## config.mk

```make
export PLATFORM = sky130hd
export DESIGN_NAME = midi_port_interface_unit
export DESIGN_NICKNAME = d
export VERILOG_FILES = /design/src/rtl/mpi_pkg.sv /design/src/rtl/mpi_reply_fifo.sv /design/src/rtl/mpi_parser.sv /design/src/rtl/midi_port_interface_unit.sv
export SDC_FILE = /design/constraint.sdc
export NUM_CORES = 1
export LEC_CHECK = 0
export ABC_CLOCK_PERIOD_IN_PS = 5900
export BUFFER_PORTS_ARGS = -buffer_cell sky130_fd_sc_hd__buf_2
export CAP_MARGIN = 10
export CORE_MARGIN = 3
export CORE_UTILIZATION = 58
export CTS_BUF_LIST = sky130_fd_sc_hd__clkbuf_8
export DETAILED_ROUTE_END_ITERATION = 10
export PLACE_DENSITY = 0.77
export SLEW_MARGIN = 20
export SYNTH_ARGS = -nofsm -noshare
export SYNTH_HDL_FRONTEND = slang
export SYNTH_SLANG_ARGS = --single-unit
```

## constraint.sdc

```tcl
create_clock -name clk -period 5.9 [get_ports clk]
set_input_delay 1.18 -clock clk [delete_from_list [all_inputs] [get_ports clk]]
set_output_delay 1.18 -clock clk [all_outputs]
set_load 0.01 [all_outputs]
```

## src/rtl/mpi_pkg.sv

```systemverilog
`timescale 1ns / 1ps

package mpi_pkg;

	// reply queue geometry
	localparam int FIFO_DEPTH = 16;
	localparam int PTR_W      = (FIFO_DEPTH > 1) ? $clog2(FIFO_DEPTH) : 1;
	localparam int CNT_W      = $clog2(FIFO_DEPTH + 1);

	// reset address of the data port
	localparam logic [15:0] BASE_PORT_RESET = 16'd816;

	// host command codes
	localparam logic [7:0] CMD_UART_MODE = 8'h3F;
	localparam logic [7:0] CMD_RESET     = 8'hFF;
	localparam logic [7:0] CMD_VERSION_A = 8'hAC;
	localparam logic [7:0] CMD_VERSION_B = 8'hAD;
	localparam logic [7:0] CMD_INFO      = 8'hE7;
	localparam logic [7:0] CMD_PARAM_A   = 8'hE0;
	localparam logic [7:0] CMD_PARAM_B   = 8'hE4;
	localparam logic [7:0] CMD_PARAM_C   = 8'hE6;

	// reply bytes
	localparam logic [7:0] ACK_BYTE      = 8'hFE;
	localparam logic [7:0] REPLY_VERSION = 8'h01;
	localparam logic [7:0] REPLY_INFO    = 8'h04;

	// read values
	localparam logic [7:0] STATUS_EMPTY = 8'h80;
	localparam logic [7:0] STATUS_READY = 8'h00;
	localparam logic [7:0] OPEN_BUS     = 8'hFF;

	// midi byte classes
	localparam logic [7:0] MIDI_SYSEX_START = 8'hF0;
	localparam logic [7:0] MIDI_SYSEX_END   = 8'hF7;
	localparam logic [7:0] MIDI_REALTIME    = 8'hF8;
	localparam logic [3:0] KIND_NOTE_OFF    = 4'h8;
	localparam logic [3:0] KIND_NOTE_ON     = 4'h9;
	localparam logic [3:0] KIND_PROGRAM     = 4'hC;
	localparam logic [3:0] KIND_PRESSURE    = 4'hD;

	// request to the reply queue for one transfer
	typedef struct packed {
		logic       flush;
		logic [1:0] push_n;
		logic [7:0] byte0;
		logic [7:0] byte1;
		logic       pop;
	} fifo_req_t;

	typedef struct packed {
		logic       empty;
		logic [7:0] head;
	} fifo_stat_t;

	typedef struct packed {
		logic       valid;
		logic [3:0] channel;
		logic [3:0] kind;
		logic [6:0] first;
		logic [6:0] second;
	} midi_event_t;

endpackage

```

## src/rtl/mpi_reply_fifo.sv

```systemverilog
`timescale 1ns / 1ps

module mpi_reply_fifo
	import mpi_pkg::*;
(
	input  logic       clk,
	input  logic       arst_n,
	input  fifo_req_t  req,
	output fifo_stat_t stat
);

	logic [7:0]       mem [FIFO_DEPTH];
	logic [PTR_W-1:0] head_q;
	logic [CNT_W-1:0] count_q;

	logic [PTR_W-1:0] head_base;
	logic [CNT_W-1:0] count_base;
	logic [CNT_W:0]   tail_sum;
	logic [PTR_W-1:0] tail0;
	logic [PTR_W-1:0] tail1;
	logic             wr0;
	logic             wr1;
	logic             do_pop;

	function automatic logic [PTR_W-1:0] ptr_inc(input logic [PTR_W-1:0] p);
		ptr_inc = (p == PTR_W'(FIFO_DEPTH - 1)) ? '0 : p + PTR_W'(1);
	endfunction

	always_comb begin
		head_base  = req.flush ? '0 : head_q;
		count_base = req.flush ? '0 : count_q;
		tail_sum   = (CNT_W+1)'(head_base) + (CNT_W+1)'(count_base);
		if (tail_sum >= (CNT_W+1)'(FIFO_DEPTH)) begin
			tail_sum = tail_sum - (CNT_W+1)'(FIFO_DEPTH);
		end
		tail0  = tail_sum[PTR_W-1:0];
		tail1  = ptr_inc(tail0);
		// pushes beyond the free space are dropped
		wr0    = (req.push_n != 2'd0) && (count_base < CNT_W'(FIFO_DEPTH));
		wr1    = (req.push_n == 2'd2) && (count_base < CNT_W'(FIFO_DEPTH - 1));
		do_pop = req.pop && (count_q != '0);
	end

	always_ff @(posedge clk or negedge arst_n) begin
		if (!arst_n) begin
			head_q  <= '0;
			count_q <= '0;
		end else if (do_pop) begin
			head_q  <= ptr_inc(head_q);
			count_q <= count_q - CNT_W'(1);
		end else begin
			head_q  <= head_base;
			count_q <= count_base + CNT_W'(wr0) + CNT_W'(wr1);
		end
	end

	always_ff @(posedge clk) begin
		if (wr0) begin
			mem[tail0] <= req.byte0;
		end
		if (wr1) begin
			mem[tail1] <= req.byte1;
		end
	end

	assign stat.empty = (count_q == '0);
	assign stat.head  = mem[head_q];

	a_count_bound: assert property (@(posedge clk) disable iff (!arst_n)
		count_q <= CNT_W'(FIFO_DEPTH))
		else $error("reply queue count beyond depth");

	a_flush_ack: assert property (@(posedge clk) disable iff (!arst_n)
		req.flush && req.push_n == 2'd1 |=> count_q == CNT_W'(1) && head_q == '0)
		else $error("flush with ack did not leave one byte");

	a_pop_count: assert property (@(posedge clk) disable iff (!arst_n)
		req.pop && count_q != '0 |=> count_q == $past(count_q) - CNT_W'(1))
		else $error("pop did not take one byte");

endmodule

```

## src/rtl/mpi_parser.sv

```systemverilog
`timescale 1ns / 1ps

module mpi_parser
	import mpi_pkg::*;
(
	input  logic        clk,
	input  logic        arst_n,
	input  logic        en,
	input  logic        clear,
	input  logic [7:0]  data,
	output midi_event_t ev
);

	logic       sysex_q, sysex_n;
	logic [7:0] status_q, status_n;
	logic       count_q, count_n;
	logic [1:0] needed_q, needed_n;
	logic [6:0] first_q, first_n;
	midi_event_t ev_c;

	always_comb begin
		sysex_n  = sysex_q;
		status_n = status_q;
		count_n  = count_q;
		needed_n = needed_q;
		first_n  = first_q;
		ev_c     = '0;
		priority if (sysex_q) begin
			if (data == MIDI_SYSEX_END) begin
				sysex_n = 1'b0;
			end
		end else if (data >= MIDI_REALTIME || data == MIDI_SYSEX_END) begin
			// realtime and stray end of sysex pass by
		end else if (data >= MIDI_SYSEX_START) begin
			sysex_n  = (data == MIDI_SYSEX_START);
			status_n = '0;
			count_n  = 1'b0;
			needed_n = 2'd0;
		end else if (data[7]) begin
			status_n = data;
			count_n  = 1'b0;
			needed_n = (data[7:4] == KIND_PROGRAM || data[7:4] == KIND_PRESSURE) ? 2'd1 : 2'd2;
		end else if (status_q == '0) begin
			// data with no running status
		end else if (!count_q && needed_q >= 2'd2) begin
			first_n = data[6:0];
			count_n = 1'b1;
		end else begin
			ev_c.valid   = 1'b1;
			ev_c.channel = status_q[3:0];
			if (needed_q >= 2'd2) begin
				ev_c.first  = first_q;
				ev_c.second = data[6:0];
			end else begin
				first_n     = data[6:0];
				ev_c.first  = data[6:0];
				ev_c.second = '0;
			end
			ev_c.kind = (status_q[7:4] == KIND_NOTE_ON && ev_c.second == '0) ?
				KIND_NOTE_OFF : status_q[7:4];
			count_n = 1'b0;
		end
	end

	always_ff @(posedge clk or negedge arst_n) begin
		if (!arst_n) begin
			sysex_q  <= 1'b0;
			status_q <= '0;
			count_q  <= 1'b0;
			needed_q <= 2'd0;
			first_q  <= '0;
		end else if (clear) begin
			sysex_q  <= 1'b0;
			status_q <= '0;
			count_q  <= 1'b0;
			needed_q <= 2'd0;
			first_q  <= '0;
		end else if (en) begin
			sysex_q  <= sysex_n;
			status_q <= status_n;
			count_q  <= count_n;
			needed_q <= needed_n;
			first_q  <= first_n;
		end
	end

	assign ev = en ? ev_c : '0;

endmodule

```

## src/rtl/midi_port_interface_unit.sv

```systemverilog
`timescale 1ns / 1ps

// midi port interface: one host bus access per input transfer, one result
// transfer per access. the data port sits at base_port and the status/command
// port at base_port+1 (never matched when base_port is 0xffff). reads of the
// status port give 0x80 while the reply queue is empty, reads of the data port
// pop the queue (0 when empty), and any other address reads 0xff. commands in
// intelligent mode queue an ack 0xfe and some a reply byte; e0, e4 and e6
// instead take one parameter byte on the data port, 3f enters uart mode and
// ff resets the port from either mode. data-port writes feed a midi parser
// that drops sysex and realtime bytes, keeps running status and reports each
// channel message on event_valid, with note-on at velocity 0 shown as
// note-off. the queue holds 16 bytes; pushes to a full queue are lost. one
// transfer per cycle while m_tready is high; an access enters an input
// register, is decoded in a single pass through the queue and parser logic,
// and its result sits in the output register. base_port is written by the
// user via cfg_we/cfg_wdata only while no access is in flight (not enforced).

module midi_port_interface_unit
	import mpi_pkg::*;
(
	input  logic        clk,
	input  logic        arst_n,
	input  logic        cfg_we,
	input  logic [15:0] cfg_wdata,     // base_port
	input  logic        s_tvalid,
	output logic        s_tready,
	input  logic [23:0] s_tdata,       // port[15:0], write_data[23:16]
	input  logic        s_tuser,       // mode (0 read, 1 write)
	output logic        m_tvalid,
	input  logic        m_tready,
	output logic [31:0] m_tdata,       // read_data[7:0], event_channel[11:8],
	                                   // event_kind[15:12], event_first[22:16],
	                                   // event_second[29:23], zero[31:30]
	output logic        m_tuser        // event_valid
);

	// configuration and mode state
	logic [15:0] base_q;
	logic        uart_q, uart_n;
	logic        pend_q, pend_n;

	// input register
	logic        valid_s1;
	logic        mode_s1;
	logic [15:0] port_s1;
	logic [7:0]  wdata_s1;

	// result register
	logic        valid_s2;
	logic [7:0]  rdata_s2;
	midi_event_t ev_s2;

	logic        adv;
	logic        is_cmd;
	logic        is_data;
	logic [7:0]  rd;
	fifo_req_t   fifo_req;
	fifo_stat_t  fifo_stat;
	logic        parse_en;
	logic        parse_clear;
	midi_event_t ev;

	// the stage moves when the result register is free or being drained
	assign adv      = valid_s1 && (!valid_s2 || m_tready);
	assign s_tready = !valid_s1 || adv;

	// address decode; command port compare is one bit wider so it never wraps
	assign is_cmd  = ({1'b0, port_s1} == ({1'b0, base_q} + 17'd1));
	assign is_data = (port_s1 == base_q);

	always_comb begin
		rd          = '0;
		fifo_req    = '0;
		parse_en    = 1'b0;
		parse_clear = 1'b0;
		uart_n      = uart_q;
		pend_n      = pend_q;
		if (adv) begin
			if (!mode_s1) begin
				priority if (is_cmd) begin
					rd = fifo_stat.empty ? STATUS_EMPTY : STATUS_READY;
				end else if (is_data) begin
					fifo_req.pop = 1'b1;
					rd = fifo_stat.empty ? 8'h00 : fifo_stat.head;
				end else begin
					rd = OPEN_BUS;
				end
			end else if (is_cmd) begin
				if (wdata_s1 == CMD_RESET) begin
					// port reset in either mode: empty queue, single ack
					fifo_req.flush  = 1'b1;
					fifo_req.push_n = 2'd1;
					fifo_req.byte0  = ACK_BYTE;
					parse_clear     = 1'b1;
					pend_n          = 1'b0;
					uart_n          = 1'b0;
				end else if (!uart_q) begin
					pend_n         = 1'b0;
					fifo_req.byte0 = ACK_BYTE;
					unique case (wdata_s1)
						CMD_UART_MODE: begin
							fifo_req.push_n = 2'd1;
							uart_n          = 1'b1;
						end
						CMD_VERSION_A, CMD_VERSION_B: begin
							fifo_req.push_n = 2'd2;
							fifo_req.byte1  = REPLY_VERSION;
						end
						CMD_INFO: begin
							fifo_req.push_n = 2'd2;
							fifo_req.byte1  = REPLY_INFO;
						end
						CMD_PARAM_A, CMD_PARAM_B, CMD_PARAM_C: begin
							pend_n = 1'b1;
						end
						default: begin
							fifo_req.push_n = 2'd1;
						end
					endcase
				end
			end else if (is_data) begin
				if (!uart_q && pend_q) begin
					// parameter byte is swallowed and acknowledged
					pend_n          = 1'b0;
					fifo_req.push_n = 2'd1;
					fifo_req.byte0  = ACK_BYTE;
				end else begin
					parse_en = 1'b1;
				end
			end
		end
	end

	mpi_reply_fifo u_fifo (
		.clk    (clk),
		.arst_n (arst_n),
		.req    (fifo_req),
		.stat   (fifo_stat)
	);

	mpi_parser u_parser (
		.clk    (clk),
		.arst_n (arst_n),
		.en     (parse_en),
		.clear  (parse_clear),
		.data   (wdata_s1),
		.ev     (ev)
	);

	always_ff @(posedge clk or negedge arst_n) begin
		if (!arst_n) begin
			base_q   <= BASE_PORT_RESET;
			uart_q   <= 1'b0;
			pend_q   <= 1'b0;
			valid_s1 <= 1'b0;
			valid_s2 <= 1'b0;
		end else begin
			if (cfg_we) begin
				base_q <= cfg_wdata;
			end
			uart_q <= uart_n;
			pend_q <= pend_n;
			if (s_tvalid && s_tready) begin
				valid_s1 <= 1'b1;
			end else if (adv) begin
				valid_s1 <= 1'b0;
			end
			if (adv) begin
				valid_s2 <= 1'b1;
			end else if (m_tready) begin
				valid_s2 <= 1'b0;
			end
		end
	end

	// payload registers
	always_ff @(posedge clk) begin
		if (s_tvalid && s_tready) begin
			mode_s1  <= s_tuser;
			port_s1  <= s_tdata[15:0];
			wdata_s1 <= s_tdata[23:16];
		end
		if (adv) begin
			rdata_s2 <= rd;
			ev_s2    <= ev;
		end
	end

	assign m_tvalid = valid_s2;
	assign m_tuser  = ev_s2.valid;
	assign m_tdata  = {2'b00, ev_s2.second, ev_s2.first, ev_s2.kind, ev_s2.channel, rdata_s2};

	a_event_no_read: assert property (@(posedge clk) disable iff (!arst_n)
		m_tvalid && m_tuser |-> m_tdata[7:0] == 8'h00)
		else $error("event transfer carries read data");

	a_quiet_fields: assert property (@(posedge clk) disable iff (!arst_n)
		m_tvalid && !m_tuser |-> m_tdata[29:8] == '0)
		else $error("event fields set without an event");

	a_hold_s1: assert property (@(posedge clk) disable iff (!arst_n)
		valid_s1 && !adv |=> valid_s1 && $stable(port_s1) && $stable(wdata_s1))
		else $error("blocked access lost from input register");

endmodule

```

==> qor.yml <==
floorplan:
  core_area_um2: 12720
  rows: 41
  pin_count: 81
  die_y_um: 120.7
  initial_utilization_pct: 59.99
  dieWidth_um: 120.7
  die_area_um2: 14570
synthesis:
  ys_top_cells_by_area: "edfxtp_1, dfrtp_1, mux4_2"
  synth_edf_count: 84
  synth_top_area_cell: "edfxtp_1"
  synth.avg_cell_area_um2: 11.01
  synth_top_area_share_pct: 33.05
  ys_seq_area_share_pct: 52.72
  synth-seq-cells: 147
  yosysMostFrequentCell: "edfxtp_1"
  yosys-top-cells-count: "edfxtp_1, nor2_1, nand2_1, dfrtp_1, o21ai_1"
  ys_types: 76
  yosys_warnings: 0
  synth_flop_cell: "edfxtp_1"
  syn-cell-area_um2: 7632
  netlist_instances: 693
  async_flop_share_pct: 31.97
clock_network:
  clockBufferDepth: 2
  cts_tree: "yes"
  post_cts_buffers: 0
  cts_buffers: 17
  root_buffer: "clkbuf_8"
  clk_pin_slew_worst_paths_ns: 0.07
  clk_latency_ns: 0.45
  cts_num_sinks: 147
  cts_htree_levels: 4
  post_cts_resized: 0
  postCtsHoldBufs: 0
sta:
  worst_hold_slack_ns: 0.4601
  fin_crit_ns: 5.421
  tightestPinTransition_ns: 1.048
  slew_viol_final: 0
  clock.fmax_mhz: 184.5
  fin_ws_ns: 0.4793
  fin_tns_setup_ns: 0
  relSlewSlack_pct: 29.64
  fin_skew_ns: 0.01458
  rsz0062_at_grt: "false"
  finalHoldViolations: 0
  period_share_pct: 91.88
  setup_viol: 0
route:
  drcViolationCount: 0
  drtIter0Drc: 603
  routed_wl_mm: 17.30
  drt.antenna.violating_nets: 0
  via_per_inst: 6.144
  first_pass_iters: 5
  dr_total_vias: 5769
  wire_per_inst_um: 18.43
placed_design:
  gp_congestion: 0.9211
  numPortBuffers: 78
  post-place-ws_ns: 0.5424
  dpl.hpwl_mm: 12.61
  dp.cells: 907
layout:
  drive_gt1_share_pct: 22.16
  fin_nets: 806
  fin_util_pct: 66.46
  syn2layout_area_growth_pct: 10.79
  diodes: 0
  fillers: 1019
  final_cells: 939
power:
  p_clk_share_pct: 35.0
  switchingPower_mw: 0.5098
  pwr-share-comb_pct: 7.9
  power_density_nw_per_um2: 240.2
  netSwitchingFraction_pct: 25.10
  power_leakage_nw: 3.276
  p_seq_share_pct: 57.1
  ir_drop_mv: 0.1561
  p_int_mw: 1.521
worst_hold_path:
  whs_path_depth: 1
  hp-class: "reg2reg"
global_routing:
  globalRouteOverflowTotal: 0
  grt_max_degree: 48
  antenna_found_initial: 0
  grt_util_all_layers_pct: 25.49
  grt_first_pass_wirelength_mm: 28.90
  grt_pass1_vias: 5752
job:
  cap_violations: 0
worst_setup_path:
  cp-start-kind: "flip-flop"
  worstPathRequired_ns: 6.04
  reg2regPathDepth: 16
  critPathArrivalTime_ns: 5.56
  path_class: "reg2reg"
  cp_max_fo: 11
  worstSetupEndpointType: "flip-flop"
status:
  status: "complete, no violations"
[flip-flops by register name, indices dropped and copies added (netlist names)]
name and cells:
rdata_s2 4, m_tuser 1, m_tdata 22, pend_q 1
wdata_s1 8, u_parser.needed_q 1, u_fifo.count_q 5, valid_s1 1
u_fifo.head_q 4, m_tvalid 1, u_parser.first_q 7, mode_s1 1
u_parser.count_q 1, u_fifo.mem 48, u_parser.sysex_q 1, uart_q 1
u_parser.status_q 8, base_q 16, port_s1 16
[critical path, stage by stage, from the launching register on]
cell and delay [ns]:
dfrtp_1 0.43, ha_1 0.26, inv_1 0.12, or4_4 0.56, a211o_1 0.24, a211o_1 0.34
or4_1 0.54, buf_4 0.20, and2_1 0.17, ha_1 0.21, maj3_1 0.36, maj3_1 0.40
xor2_1 0.27, nand2_1 0.12, a21boi_2 0.39, nor2_1 0.28, nor2_1 0.23
[cell families (layout without fill, tap and decap cells)]
group / after synthesis / count (layout) / synth area share, %
AOI/OAI and AO/OA: 118 / 118 / 10.25
xor gates and xnor gates: 32 / 32 / 3.869
and+or+nand+nor: 278 / 278 / 19.36
adders and majority gates: 8 / 8 / 1.344
DFF: 147 / 147 / 52.72
other: 1 / 2 / 0.04913
buffers and inverters: 63 / 136 / 3.656
muxes: 46 / 46 / 8.754
[stage by stage]
stage | total power [mW] | instance area [um2]
after global placement | 1.338 | 8104
after floorplan | 1.281 | 7636
after CTS | 2.040 | 8454
after detailed placement | 1.343 | 8104
after global routing | 2.111 | 8456
final | 2.031 | 8456
[power groups by stage]
stage / registers, mW / logic (mW) / clock network (mW)
floorplan: 1.17 / 0.108 / 0
global placement: 1.18 / 0.158 / 0
detailed placement: 1.18 / 0.161 / 0
CTS: 1.16 / 0.162 / 0.719
global route: 1.17 / 0.179 / 0.767
finish: 1.16 / 0.160 / 0.712
[path summary, 6_finish.rpt]
path                                                     from                             to  slack [ns]
worst min-delay path            u_fifo.mem[5][6]$_SDFFE_PP0P_  u_fifo.mem[5][6]$_SDFFE_PP0P_        0.46
max in group asynchronous                              arst_n          base_q[2]$_DFFE_PN0P_        4.65
worst max register to register          base_q[1]$_DFFE_PN0P_     u_fifo.mem[7][2]$_DFFE_PP_        0.48
worst max-delay path                    base_q[1]$_DFFE_PN0P_     u_fifo.mem[7][2]$_DFFE_PP_        0.48
worst min register to register  u_fifo.mem[5][6]$_SDFFE_PP0P_  u_fifo.mem[5][6]$_SDFFE_PP0P_        0.46
min in group asynchronous                              arst_n     u_fifo.head_q[2]$_DFF_PN0_        0.81
[layout by cell type, fill, tap and decap left out, types with 14 or more instances in the layout]
cell type / netlist / final
edfxtp_1: 84 / 84
nor2_1: 82 / 82
buf_2: 7 / 78
nand2_1: 59 / 59
dfrtp_1: 43 / 43
o21ai_1: 36 / 36
nand3_1: 26 / 26
xnor2_1: 24 / 24
inv_1: 16 / 17
clkbuf_8: 0 / 17
mux2_2: 16 / 16
dfxtp_1: 16 / 16
o21ai_0: 15 / 15
mux2i_1: 15 / 15
mux4_2: 15 / 15
nand2b_1: 14 / 14
[routing by layer]
layer / part of all wire (%) / vias up / track usage [%]
li1: - / 2670 / -
met1: 42 / 2816 / 33.87
met2: 49 / 240 / 40.90
met3: 7.0 / 43 / 5.753
met4: 2.4 / 0 / 10.27
met5: 0 / - / 0
[cell type report]
cell class,instances,area (um2),share of cell area (%)
Sequential cell,147,4024,47.59
Clock buffer,17,234.0,2.767
Multi-Input combinational cell,484,3341,39.51
Timing Repair Buffer,88,465.4,5.505
Clock inverter,15,116.4,1.376
Inverter,16,60.06,0.7103
Tap cell,172,215.2,2.545
No activity file was read; power rests on OpenSTA's default activity.
